<file path="config.mk">
export PLATFORM = sky130hd
export DESIGN_NAME = multi_register_transfer_sequencer
export DESIGN_NICKNAME = d
export VERILOG_FILES = /design/src/hdl/mrts_pkg.sv /design/src/hdl/multi_register_transfer_sequencer.sv /design/src/hdl/mrts_controller.sv /design/src/hdl/mrts_datapath.sv
export SDC_FILE = /design/constraint.sdc
export NUM_CORES = 1
export LEC_CHECK = 0
export BUFFER_PORTS_ARGS = -buffer_cell sky130_fd_sc_hd__buf_2
export CAP_MARGIN = 20
export CORE_MARGIN = 5
export CORE_UTILIZATION = 51
export DETAILED_ROUTE_END_ITERATION = 7
export PLACE_DENSITY = 0.77
export SYNTH_ARGS = -nofsm -noshare
export SYNTH_HDL_FRONTEND = slang
export SYNTH_SLANG_ARGS = --single-unit
</file>
<file path="constraint.sdc">
create_clock -name i_clk -period 8.35 [get_ports i_clk]
set_input_delay 1.67 -clock i_clk [delete_from_list [all_inputs] [get_ports i_clk]]
set_output_delay 1.67 -clock i_clk [all_outputs]
set_load 0.02 [all_outputs]
</file>
<file path="src/hdl/mrts_pkg.sv">
// Shared types and constants for the multi-register transfer sequencer.
package mrts_pkg;

    // Addressing mode codes of the instruction.
    localparam logic [1:0] MODE_OTHER   = 2'd0;
    localparam logic [1:0] MODE_POSTINC = 2'd1;
    localparam logic [1:0] MODE_PREDEC  = 2'd2;

    // Operation codes.
    localparam logic OP_STORE = 1'b0;
    localparam logic OP_LOAD  = 1'b1;

    // Width of the register mask and of a register number.
    localparam int MASK_W = 16;
    localparam int REG_W  = 4;

    // Transfer sizes in bytes.
    localparam logic [31:0] SIZE_WORD = 32'd2;
    localparam logic [31:0] SIZE_LONG = 32'd4;

    // Commands from the controller to the datapath.
    typedef struct packed {
        logic capture;   // latch a new instruction
        logic advance;   // produce one result and step to the next mask bit
    } t_dp_cmd;

    // Status from the datapath to the controller.
    typedef struct packed {
        logic last;      // the result about to be produced is the final one
    } t_dp_status;

endpackage

</file>
<file path="src/hdl/multi_register_transfer_sequencer.sv">
// Top level of the multi-register transfer sequencer.
//
// The block walks the register mask of one multi-register move and issues
// one result per set mask bit, each with a bus address and a register number.
// Input channel: i_valid with o_stall; an instruction is taken at a clock
// edge where i_valid is high and o_stall is low. o_stall stays high while an
// instruction is being walked, so one instruction is handled at a time.
// Output channel: o_valid with i_stall; a result is taken where o_valid is
// high and i_stall is low. The final result of an instruction carries o_last.
// The instruction is captured into the instruction registers, and its first result
// is then loaded into the result register. Throughput: one result per cycle while
// the receiver does not stall, one per set mask bit (one for an empty mask); the
// step is set by the mask walker, which clears one mask bit per result.
// A new instruction can be taken while the final result still waits.
// When the receiver stalls, the result register holds and the walk pauses.
// Reset clears the state machine and the output valid; no result is pending.
module multi_register_transfer_sequencer
    import mrts_pkg::*;
(
    input  logic              i_clk,
    input  logic              i_rst_n,
    input  logic              i_valid,
    output logic              o_stall,
    input  logic              i_operation,
    input  logic              i_long_size,
    input  logic [1:0]        i_address_mode,
    input  logic [2:0]        i_address_reg,
    input  logic [MASK_W-1:0] i_register_mask,
    input  logic [31:0]       i_start_address,
    output logic              o_valid,
    input  logic              i_stall,
    output logic              o_transfer_valid,
    output logic [31:0]       o_bus_address,
    output logic [REG_W-1:0]  o_register_index,
    output logic              o_to_memory,
    output logic              o_sign_extend_word,
    output logic              o_update_address_reg,
    output logic [31:0]       o_updated_address,
    output logic              o_last
);

    t_dp_cmd    cmd;
    t_dp_status status;

    // The address register number is applied by the consumer of the write-back.
    logic unused_address_reg;
    assign unused_address_reg = ^i_address_reg;

    // Sequencing control.
    mrts_controller u_controller (
        .i_clk    (i_clk),
        .i_rst_n  (i_rst_n),
        .i_valid  (i_valid),
        .i_stall  (i_stall),
        .i_status (status),
        .o_cmd    (cmd),
        .o_stall  (o_stall),
        .o_valid  (o_valid)
    );

    // Mask walker, address counter and result register.
    mrts_datapath u_datapath (
        .i_clk                (i_clk),
        .i_cmd                (cmd),
        .i_operation          (i_operation),
        .i_long_size          (i_long_size),
        .i_address_mode       (i_address_mode),
        .i_register_mask      (i_register_mask),
        .i_start_address      (i_start_address),
        .o_status             (status),
        .o_transfer_valid     (o_transfer_valid),
        .o_bus_address        (o_bus_address),
        .o_register_index     (o_register_index),
        .o_to_memory          (o_to_memory),
        .o_sign_extend_word   (o_sign_extend_word),
        .o_update_address_reg (o_update_address_reg),
        .o_updated_address    (o_updated_address),
        .o_last               (o_last)
    );

endmodule

</file>
<file path="src/hdl/mrts_controller.sv">
// Controller state machine of the multi-register transfer sequencer.
module mrts_controller
    import mrts_pkg::*;
(
    input  logic       i_clk,
    input  logic       i_rst_n,
    input  logic       i_valid,
    input  logic       i_stall,
    input  t_dp_status i_status,
    output t_dp_cmd    o_cmd,
    output logic       o_stall,
    output logic       o_valid
);

    localparam logic ST_IDLE = 1'b0;
    localparam logic ST_RUN  = 1'b1;

    logic r_state;
    logic n_state;
    logic r_out_valid;
    logic n_out_valid;
    logic slot_free;

    // The output register can take a new result when it is empty or being emptied.
    assign slot_free = !r_out_valid || !i_stall;

    // Commands to the datapath.
    always_comb begin
        o_cmd.capture = (r_state == ST_IDLE) && i_valid;
        o_cmd.advance = (r_state == ST_RUN) && slot_free;
    end

    // Next state: one instruction is worked on at a time.
    always_comb begin
        n_state = r_state;
        unique case (r_state)
            ST_IDLE: begin
                if (i_valid) begin
                    n_state = ST_RUN;
                end
            end
            ST_RUN: begin
                if (slot_free && i_status.last) begin
                    n_state = ST_IDLE;
                end
            end
            default: n_state = ST_IDLE;
        endcase
    end

    // Output valid follows the loading and the draining of the result register.
    always_comb begin
        n_out_valid = r_out_valid;
        if (o_cmd.advance) begin
            n_out_valid = 1'b1;
        end else if (!i_stall) begin
            n_out_valid = 1'b0;
        end
    end

    always_ff @(posedge i_clk) begin
        if (!i_rst_n) begin
            r_state     <= ST_IDLE;
            r_out_valid <= 1'b0;
        end else begin
            r_state     <= n_state;
            r_out_valid <= n_out_valid;
        end
    end

    assign o_stall = (r_state != ST_IDLE);
    assign o_valid = r_out_valid;

    // A waiting result is never overwritten.
    a_no_overwrite: assert property (@(posedge i_clk) disable iff (!i_rst_n)
        (r_out_valid && i_stall) |-> !o_cmd.advance)
        else $error("result register overwritten while stalled");

    // A captured instruction always starts a run.
    a_capture_runs: assert property (@(posedge i_clk) disable iff (!i_rst_n)
        o_cmd.capture |=> (r_state == ST_RUN) && !o_cmd.capture)
        else $error("capture did not start a run");

    // The final result returns the controller to idle with a result waiting.
    a_last_idles: assert property (@(posedge i_clk) disable iff (!i_rst_n)
        (o_cmd.advance && i_status.last) |=> (r_state == ST_IDLE) && r_out_valid)
        else $error("final result did not end the run");

endmodule

</file>
<file path="src/hdl/mrts_datapath.sv">
// Datapath of the multi-register transfer sequencer: mask walker and address counter.
module mrts_datapath
    import mrts_pkg::*;
(
    input  logic              i_clk,
    input  t_dp_cmd           i_cmd,
    input  logic              i_operation,
    input  logic              i_long_size,
    input  logic [1:0]        i_address_mode,
    input  logic [MASK_W-1:0] i_register_mask,
    input  logic [31:0]       i_start_address,
    output t_dp_status        o_status,
    output logic              o_transfer_valid,
    output logic [31:0]       o_bus_address,
    output logic [REG_W-1:0]  o_register_index,
    output logic              o_to_memory,
    output logic              o_sign_extend_word,
    output logic              o_update_address_reg,
    output logic [31:0]       o_updated_address,
    output logic              o_last
);

    // Instruction registers.
    logic [MASK_W-1:0] r_mask;
    logic [31:0]       r_addr;
    logic              r_load;
    logic              r_long;
    logic              r_predec_store;
    logic              r_writeback;
    logic              r_empty;

    logic [MASK_W-1:0] rest_mask;
    logic [REG_W-1:0]  low_bit;
    logic [31:0]       size;
    logic [31:0]       addr_plus;
    logic [31:0]       addr_minus;
    logic              is_last;

    // Lowest set bit of the remaining mask.
    always_comb begin
        low_bit = '0;
        for (int i = MASK_W - 1; i >= 0; i--) begin
            if (r_mask[i]) begin
                low_bit = REG_W'(i);
            end
        end
    end

    assign rest_mask  = r_mask & (r_mask - MASK_W'(1));
    assign size       = r_long ? SIZE_LONG : SIZE_WORD;
    assign addr_plus  = r_addr + size;
    assign addr_minus = r_addr - size;
    assign is_last    = r_empty || (rest_mask == '0);

    assign o_status.last = is_last;

    // Capture the instruction, then step through the mask one transfer at a time.
    always_ff @(posedge i_clk) begin
        if (i_cmd.capture) begin
            r_mask         <= i_register_mask;
            r_addr         <= i_start_address;
            r_load         <= i_operation;
            r_long         <= i_long_size;
            r_predec_store <= (i_operation == OP_STORE) && (i_address_mode == MODE_PREDEC);
            r_writeback    <= ((i_operation == OP_STORE) && (i_address_mode == MODE_PREDEC))
                           || ((i_operation == OP_LOAD) && (i_address_mode == MODE_POSTINC));
            r_empty        <= (i_register_mask == '0);
        end else if (i_cmd.advance) begin
            r_mask <= rest_mask;
            r_addr <= r_predec_store ? addr_minus : addr_plus;
        end
    end

    // Result register, loaded once per advance.
    always_ff @(posedge i_clk) begin
        if (i_cmd.advance) begin
            o_transfer_valid   <= !r_empty;
            o_bus_address      <= r_empty ? 32'd0 : r_addr;
            o_register_index   <= r_empty ? '0
                                : (r_predec_store ? (REG_W'(MASK_W - 1) - low_bit) : low_bit);
            o_to_memory        <= !r_load;
            o_sign_extend_word <= r_load && !r_long && !r_empty;
            o_update_address_reg <= r_writeback && is_last;
            // Write-back: the final transfer address for a predecrement store, one
            // size past the last transfer for a postincrement load; an empty list
            // swaps the two.
            if (r_writeback && is_last) begin
                o_updated_address <= (r_predec_store != r_empty) ? r_addr : addr_plus;
            end else begin
                o_updated_address <= 32'd0;
            end
            o_last <= is_last;
        end
    end

endmodule

</file>
==> results of run 1 <==
## power by group
part / leakage [nW] / total, mW / internal (mW) / switching, mW
Sequential: 1.24 / 0.874 / 0.793 / 0.0809
Combinational: 1.49 / 0.296 / 0.115 / 0.181
Clock: 0.235 / 0.631 / 0.369 / 0.262
Total: 2.97 / 1.80 / 1.28 / 0.524
## layout make-up
cell class,count,area (sq um)
multi-input combinational,468,3000
clock buffer,18,429
clock inverter,14,76.3
sequential,128,3820
fill,1153,5450
timing repair buffer,137,701
tap,180,225
inverter,17,63.8
## Yosys cell counts (4+ instances only)
master	n	area share [%]
sky130_fd_sc_hd__a31oi_1	6	0.53
sky130_fd_sc_hd__ha_1	4	0.70
sky130_fd_sc_hd__nand3_1	15	1.1
sky130_fd_sc_hd__xor2_1	32	3.9
sky130_fd_sc_hd__a21oi_1	16	1.1
sky130_fd_sc_hd__nor2_1	52	2.7
sky130_fd_sc_hd__nor3b_1	4	0.42
sky130_fd_sc_hd__nand2b_1	5	0.44
sky130_fd_sc_hd__nor3_1	16	1.1
sky130_fd_sc_hd__nor4_1	18	1.6
sky130_fd_sc_hd__nor2_4	28	4.4
sky130_fd_sc_hd__xnor2_1	30	3.7
sky130_fd_sc_hd__clkbuf_1	37	1.9
sky130_fd_sc_hd__edfxtp_1	126	53
sky130_fd_sc_hd__o21ai_1	19	1.3
sky130_fd_sc_hd__and2_1	6	0.53
sky130_fd_sc_hd__nor2b_1	31	2.7
sky130_fd_sc_hd__and3_1	7	0.61
sky130_fd_sc_hd__and4_1	4	0.49
sky130_fd_sc_hd__or4_1	4	0.42
sky130_fd_sc_hd__nand4_1	8	0.70
sky130_fd_sc_hd__nand2_1	77	4.1
sky130_fd_sc_hd__o21ai_0	28	2.0
sky130_fd_sc_hd__o22ai_1	6	0.53
sky130_fd_sc_hd__buf_2	4	0.28
sky130_fd_sc_hd__inv_1	15	0.79
## stage by stage
stage	utilization, %	instance area, sq um	setup slack [ns]	std cells
global placement	56.7	7810	4.84	929
global route	60.4	8320	5.11	962
floorplan	-	7130	1.33	661
finish	60.4	8320	5.20	962
CTS	60.4	8320	4.89	961
detailed placement	56.7	7810	4.78	929
## worst register-to-register path, delay by kind of cell (launching register included)
kind / cells / cell delay (ns)
compound gates: 2 / 0.35
flops: 1 / 0.52
simple gates: 3 / 1.85
xor+xnor: 1 / 0.12
## final timing paths
kind	start	end	slack, ns	cells after the start
hold / removal	u_datapath.r_load	u_datapath.o_to_memory	0.53	1
setup reg to reg	u_datapath.r_addr[6]	u_datapath.r_addr[31]	5.25	6
hold reg to reg	u_datapath.r_load	u_datapath.o_to_memory	0.53	1
setup / recovery	i_stall	u_datapath.r_addr[27]	5.20	5
## logic make-up after synthesis
logic type / Yosys count / synth area share, %
AO/OA/AOI/OAI: 108 / 9.57
XOR/XNOR: 62 / 7.62
adder cells (fa/ha/maj): 7 / 1.40
buffers and inverters: 65 / 4.49
flip-flops: 128 / 53.7
multiplexers: 2 / 0.316
AND/OR/NAND/NOR: 289 / 22.9
## metal layers
layer | GRT usage [%] | vias up | part of all wire, %
li1 | - | 2596 | -
met1 | 25.1 | 2456 | 41
met2 | 31.9 | 207 | 49
met3 | 5.13 | 26 | 7.5
met4 | 8.74 | 0 | 2.1
met5 | 0 | - | 0
==> key figures, run 1 <==
Status
  – Outcome: complete, no violations

Timing
  – Count of final setup violators: 0
  – Min cycle time layout: 3.15 ns
  – Total negative setup slack: 0 ns
  – Clock skew: 0.0166 ns
  – Hold slack: roughly 0.53 ns
  – Remaining max-slew budget at the tightest pin: 30.6%
  – Fin. Hold Viols: 0
  – Ratio of final minimum period to clock period: between 30 and 40%
  – Timing-limited maximum frequency: around 0.32 GHz
  – Unrepaired setup endpoints after global routing: false
  – Slew of the pin with the lowest slew margin: around 1.0 ns
  – Number of max-slew violations in the final report: 0

Floorplanning
  – Vertical extent of the die: 128 um
  – Starting Density: between 50% and 60%
  – Number of placement rows: 43
  – Area enclosed by the die boundary: 16400 sq um
  – Area of the core: 13800 sq um
  – Die Width: 128 um
  – Top-level port count: 134

Clock network
  – Number of buffers added by the clock tree synthesis step: 17
  – Clock Pin Slew Worst Setup and Hold Paths: ~0.06 ns
  – TritonCTS clock tree: yes
  – Resize count post-CTS: 0
  – Post-CTS Setup Bufs: 0
  – Total number of clock tree sinks: approximately 130
  – Number of buffers on the longest clock path: 2
  – CTS Hold Buffers Added: 0
  – Master cell of the clock root buffer: sky130_fd_sc_hd__clkbuf_16
  – Level count of the clock H-tree: 4
  – Latest clock arrival within the worst-skew pair: 0.42 ns

Worst setup path
  – Type of element launching the critical path: input pin
  – Crit-path leading delay family: buffers and inverters
  – Stage delay of the slowest cell on the critical path: approximately 0.50 ns
  – CP max stage cell: sky130_fd_sc_hd__nand2b_2
  – Crit end category: flop
  – Crit path buf inv count: 3
  – Crit path kind: input pin to flop
  – Peak fanout along the critical path: 30
  – Cell-by-cell trace of the critical path: buf_2, a21boi_4, buf_4, nand2b_2, buf_4
  – Data required time at the worst endpoint: about 8.4 ns
  – CP arrival: 3.21 ns
  – Cell repeated most along the worst path: sky130_fd_sc_hd__buf_4

Global route
  – Via count of the first global-routing pass: 5124
  – Maximum number of pins on one net before global-route repair: between 50 and 60
  – Remaining global-route overflow: 0
  – Initial antenna violation count: 0
  – Wire length of the first global-routing pass: 25400 um
  – GRT Total Usage: between 10% and 20%

Logic synthesis
  – Synth Warn #: 0
  – Post-synth ARST share: 0%
  – Synth Net Count: 726
  – Synth Register Bits: 128
  – Cell count after synthesis: approximately 660
  – Netlist Area Pre-Place: 7130 sq um
  – Number of flops mapped to enable cells by yosys: between 100 and 150
  – Register area share after synthesis: between 50% and 60%
  – Post-synthesis average cell area: 10.8 sq um
  – Post-synth top flop: sky130_fd_sc_hd__edfxtp_1
  – Library cells used by synthesis: 66

Hold path
  – Worst min-delay path category: flop to flop

Run
  – Number of violations of the max-capacitance limit: 0

Detailed routing
  – DRT Wirelength: 15800 um
  – Drt wl/cell: 16.4 um
  – Vias per cell: about 5.5
  – Remaining design rule violation count: 0
  – Total via count after detailed routing: roughly 5300
  – Antenna viol nets, final: 0
  – Number of DRC markers after the initial detailed-route iteration: ~460
  – Detailed Routing Iterations Pass 1: 7

Power and ir drop
  – Design Power: about 1.8 mW
  – Lkg Pwr: ~3.0 nW
  – Power Dens Cells: about 220 nW/um^2
  – Worst vdd ir: 129 uV

Cells and area
  – Ant. Diodes: 0
  – Highest-count cells in the layout ignoring fill and taps: sky130_fd_sc_hd__buf_2 (131), sky130_fd_sc_hd__edfxtp_1 (126), sky130_fd_sc_hd__nand2_1 (77)
  – Fraction of layout instances using a drive strength above 1: between 20% and 30%
  – Most common cell after layout, fill and taps aside: sky130_fd_sc_hd__buf_2
  – Largest regs: u_datapath.o_bus_address x32, u_datapath.o_updated_address x32, u_datapath.r_addr x32
  – Layout net count: approximately 830
  – Area Growth Syn to Fin: 16.8%

Placement
  – # port buffers: 130
  – Global placer's final weighted congestion: between 0.8 and 0.9
  – Half-perimeter wire length after placement: approximately 11000 um
(Power assumes the default switching activity.)
==> run 2: changes to the inputs <==
==> constraint.sdc (replaced) <==
create_clock -name i_clk -period 2.8 [get_ports i_clk]
set_input_delay 0.56 -clock i_clk [delete_from_list [all_inputs] [get_ports i_clk]]
set_output_delay 0.56 -clock i_clk [all_outputs]
set_load 0.02 [all_outputs]
==> key figures, run 2 (synthesis results as in run 1) <==
Detailed routing
  – Remaining design rule violation count: 0 (unchanged)
  – Drt wl/cell: 17.0 um (+3.6%)
  – Detailed Routing Iterations Pass 1: 5 (-2)
  – Total via count after detailed routing: 5512 (+4.3%)
  – Number of DRC markers after the initial detailed-route iteration: 406 (-12%)
  – Antenna viol nets, final: 0 (unchanged)
  – DRT Wirelength: 16900 um (+6.9%)
  – Vias per cell: 5.55 (+1.0%)

Placement
  – Global placer's final weighted congestion: 0.861 (-3.1%)
  – Half-perimeter wire length after placement: 12100 um (+7.4%)
  – Placement-stage cell area: 8080 sq um (+3.4%)
  – Placed Instances: 961 (+3.4%)
  – # port buffers: 130 (unchanged)
  – Post-placement setup slack: 0.0221 ns (-4.76 ns)

Floorplanning
  – Area of the core: 13800 sq um (unchanged)
  – Number of placement rows: 43 (unchanged)
  – Die Width: 128 um (unchanged)
  – Starting Density: 51.7% (unchanged)
  – Vertical extent of the die: 128 um (unchanged)
  – Top-level port count: 134 (unchanged)
  – Area enclosed by the die boundary: 16400 sq um (unchanged)

Clock network
  – TritonCTS clock tree: yes
  – Clock Pin Slew Worst Setup and Hold Paths: 0.05 ns (about the same)
  – Master cell of the clock root buffer: sky130_fd_sc_hd__clkbuf_16
  – Total number of clock tree sinks: 128 (unchanged)
  – Level count of the clock H-tree: 4 (unchanged)
  – Number of buffers added by the clock tree synthesis step: 17 (unchanged)
  – CTS Hold Buffers Added: 0 (unchanged)
  – Latest clock arrival within the worst-skew pair: 0.42 ns (about the same)
  – Number of buffers on the longest clock path: 2 (unchanged)

Power and ir drop
  – Design Power: 5.72 mW (+220%)
  – Int Pwr: 4.13 mW (+220%)
  – Lkg Pwr: 3.17 nW (+6.9%)
  – Worst vdd ir: 387 uV (+200%)
  – Sequential Power Share: 44.6% (-3.9 points)
  – Power Dens Cells: 660 nW/um^2 (+200%)
  – Net switching power figure: 1.59 mW (+200%)
  – Combinational share of power: 17.9% (+1.4 points)
  – Net switching share of the total power: 27.7% (-1.4 points)
  – Clk pwr share: 37.4% (+2.4 points)

Timing
  – Timing-limited maximum frequency: 0.373 GHz
  – Fin. Hold Viols: 0 (unchanged)
  – Ratio of final minimum period to clock period: 95.8%
  – Hold slack: 0.339 ns (-0.195 ns)
  – Total negative setup slack: 0 ns (unchanged)
  – Setup slack of the critical path after layout: 0.117 ns (-5.09 ns)
  – Clock skew: 0.00954 ns (-0.00702 ns)
  – Min cycle time layout: 2.68 ns
  – Slew of the pin with the lowest slew margin: 0.688 ns (-0.354 ns)
  – Unrepaired setup endpoints after global routing: false
  – Remaining max-slew budget at the tightest pin: 53.8% (+23 points)
  – Count of final setup violators: 0 (unchanged)
  – Number of max-slew violations in the final report: 0 (unchanged)

Global route
  – Via count of the first global-routing pass: 5425 (+5.9%)
  – GRT Total Usage: 20.7% (+0.96 points)
  – Initial antenna violation count: 0 (unchanged)
  – Maximum number of pins on one net before global-route repair: 75 (+32%)
  – Wire length of the first global-routing pass: 26700 um (+5.3%)
  – Remaining global-route overflow: 0 (unchanged)

Worst setup path
  – CP max stage cell: sky130_fd_sc_hd__nor3_1
  – Crit path kind: flop to flop
  – Data required time at the worst endpoint: 2.96 ns (-5.45 ns)
  – Cell-by-cell trace of the critical path: nor4_1, nand4_1, nor3_1, a22o_1, xnor2_1, o21ai_1
  – Stage delay of the slowest cell on the critical path: 0.65 ns (+0.15 ns)
  – Crit end category: flop
  – Crit path buf inv count: 0 (-3)
  – Type of element launching the critical path: flop
  – Crit-path leading delay family: simple AND/OR/NAND/NOR gates
  – CP arrival: 2.84 ns (-0.37 ns)
  – Peak fanout along the critical path: 7 (-77%)

Cells and area
  – Most common cell after layout, fill and taps aside: sky130_fd_sc_hd__buf_2
  – Total non-filler cell area in the finished layout: 8670 sq um (+4.2%)
  – Area of the multi-input gates: 3030 sq um (+1.0%)
  – Number of standard cells in the final layout excluding fillers: 993 (+3.2%)
  – Fraction of layout instances using a drive strength above 1: 29.3% (+2.9 points)
  – Ant. Diodes: 0 (unchanged)
  – Combined flip-flop and latch cell area: 3820 sq um (unchanged)
  – Fill cell count: 1156 (+0.26%)
  – Layout net count: 866 (+3.8%)
  – Largest regs: u_datapath.o_bus_address x32, u_datapath.o_updated_address x32, u_datapath.r_addr x32
  – Highest-count cells in the layout ignoring fill and taps: sky130_fd_sc_hd__buf_2 (130), sky130_fd_sc_hd__edfxtp_1 (126), sky130_fd_sc_hd__nand2_1 (77)
  – Area Growth Syn to Fin: 21.7%
  – Final core occ: 63.0% (+2.6 points)

Status
  – Outcome: complete, no violations

Hold path
  – Worst min-delay path category: input pin to flop

Run
  – Number of violations of the max-capacitance limit: 0 (unchanged)
==> run 2: cell types whose count changed in the layout (fill, tap and decap cells not counted), sizes merged <==
| cell | previous run | this run |
|---|---|---|
| clkinv | 9 | 8 |
| clkinvlp | 5 | 0 |
| bufinv | 0 | 3 |
| clkbuf | 18 | 20 |
| buf | 137 | 169 |
==> run 2: layer usage <==
layer,wire (um),global-route usage (%),vias to the layer above
li1,-,-,2657
met2,8390,35.2,204
met1,7100,26.3,2628
met4,259,6.55,0
met5,0,0,-
met3,1110,4.79,23
==> run 2: area by class of cell <==
type | count | share of cell area [%]
Sequential cell | 128 | 44.1
Multi-Input combinational cell | 468 | 35.0
Timing Repair Buffer | 169 | 11.2
Clock buffer | 20 | 5.03
Tap cell | 180 | 2.60
Clock inverter | 11 | 1.40
Inverter | 17 | 0.736
==> run 2: timing repair <==
action	CTS	global route
setup buffers	0	1
resized for setup	0	5
endpoints found under the setup margin	0	5
==> run 2: path summary, 6_finish.rpt <==
check,start,endpoint,slack [ns],cells after the start
max,u_datapath.r_addr[15],u_datapath.r_addr[31],0.12,6
min,i_long_size,u_datapath.r_long,0.34,1
max reg2reg,u_datapath.r_addr[15],u_datapath.r_addr[31],0.12,6
min reg2reg,u_datapath.r_load,u_datapath.o_to_memory,0.55,1
==> run 2: power groups by stage <==
stage          Sequential (mW)  Combinational [mW]  Clock [mW]
2_1_floorplan             2.58               0.682           0
3_3_place_gp              2.57               0.991           0
3_5_place_dp              2.59                1.01           0
4_1_cts                   2.55                1.03        2.16
5_1_grt                   2.58                1.12        2.24
6_report                  2.55                1.03        2.14
==> run 2: worst reg2reg max path: cells and delay by family, from the launching register on <==
family	cells	cell delay, ns
and+or+nand+nor	3	1.41
AOI/OAI and AO/OA	2	0.36
xor gates and xnor gates	1	0.14
DFF	1	0.50
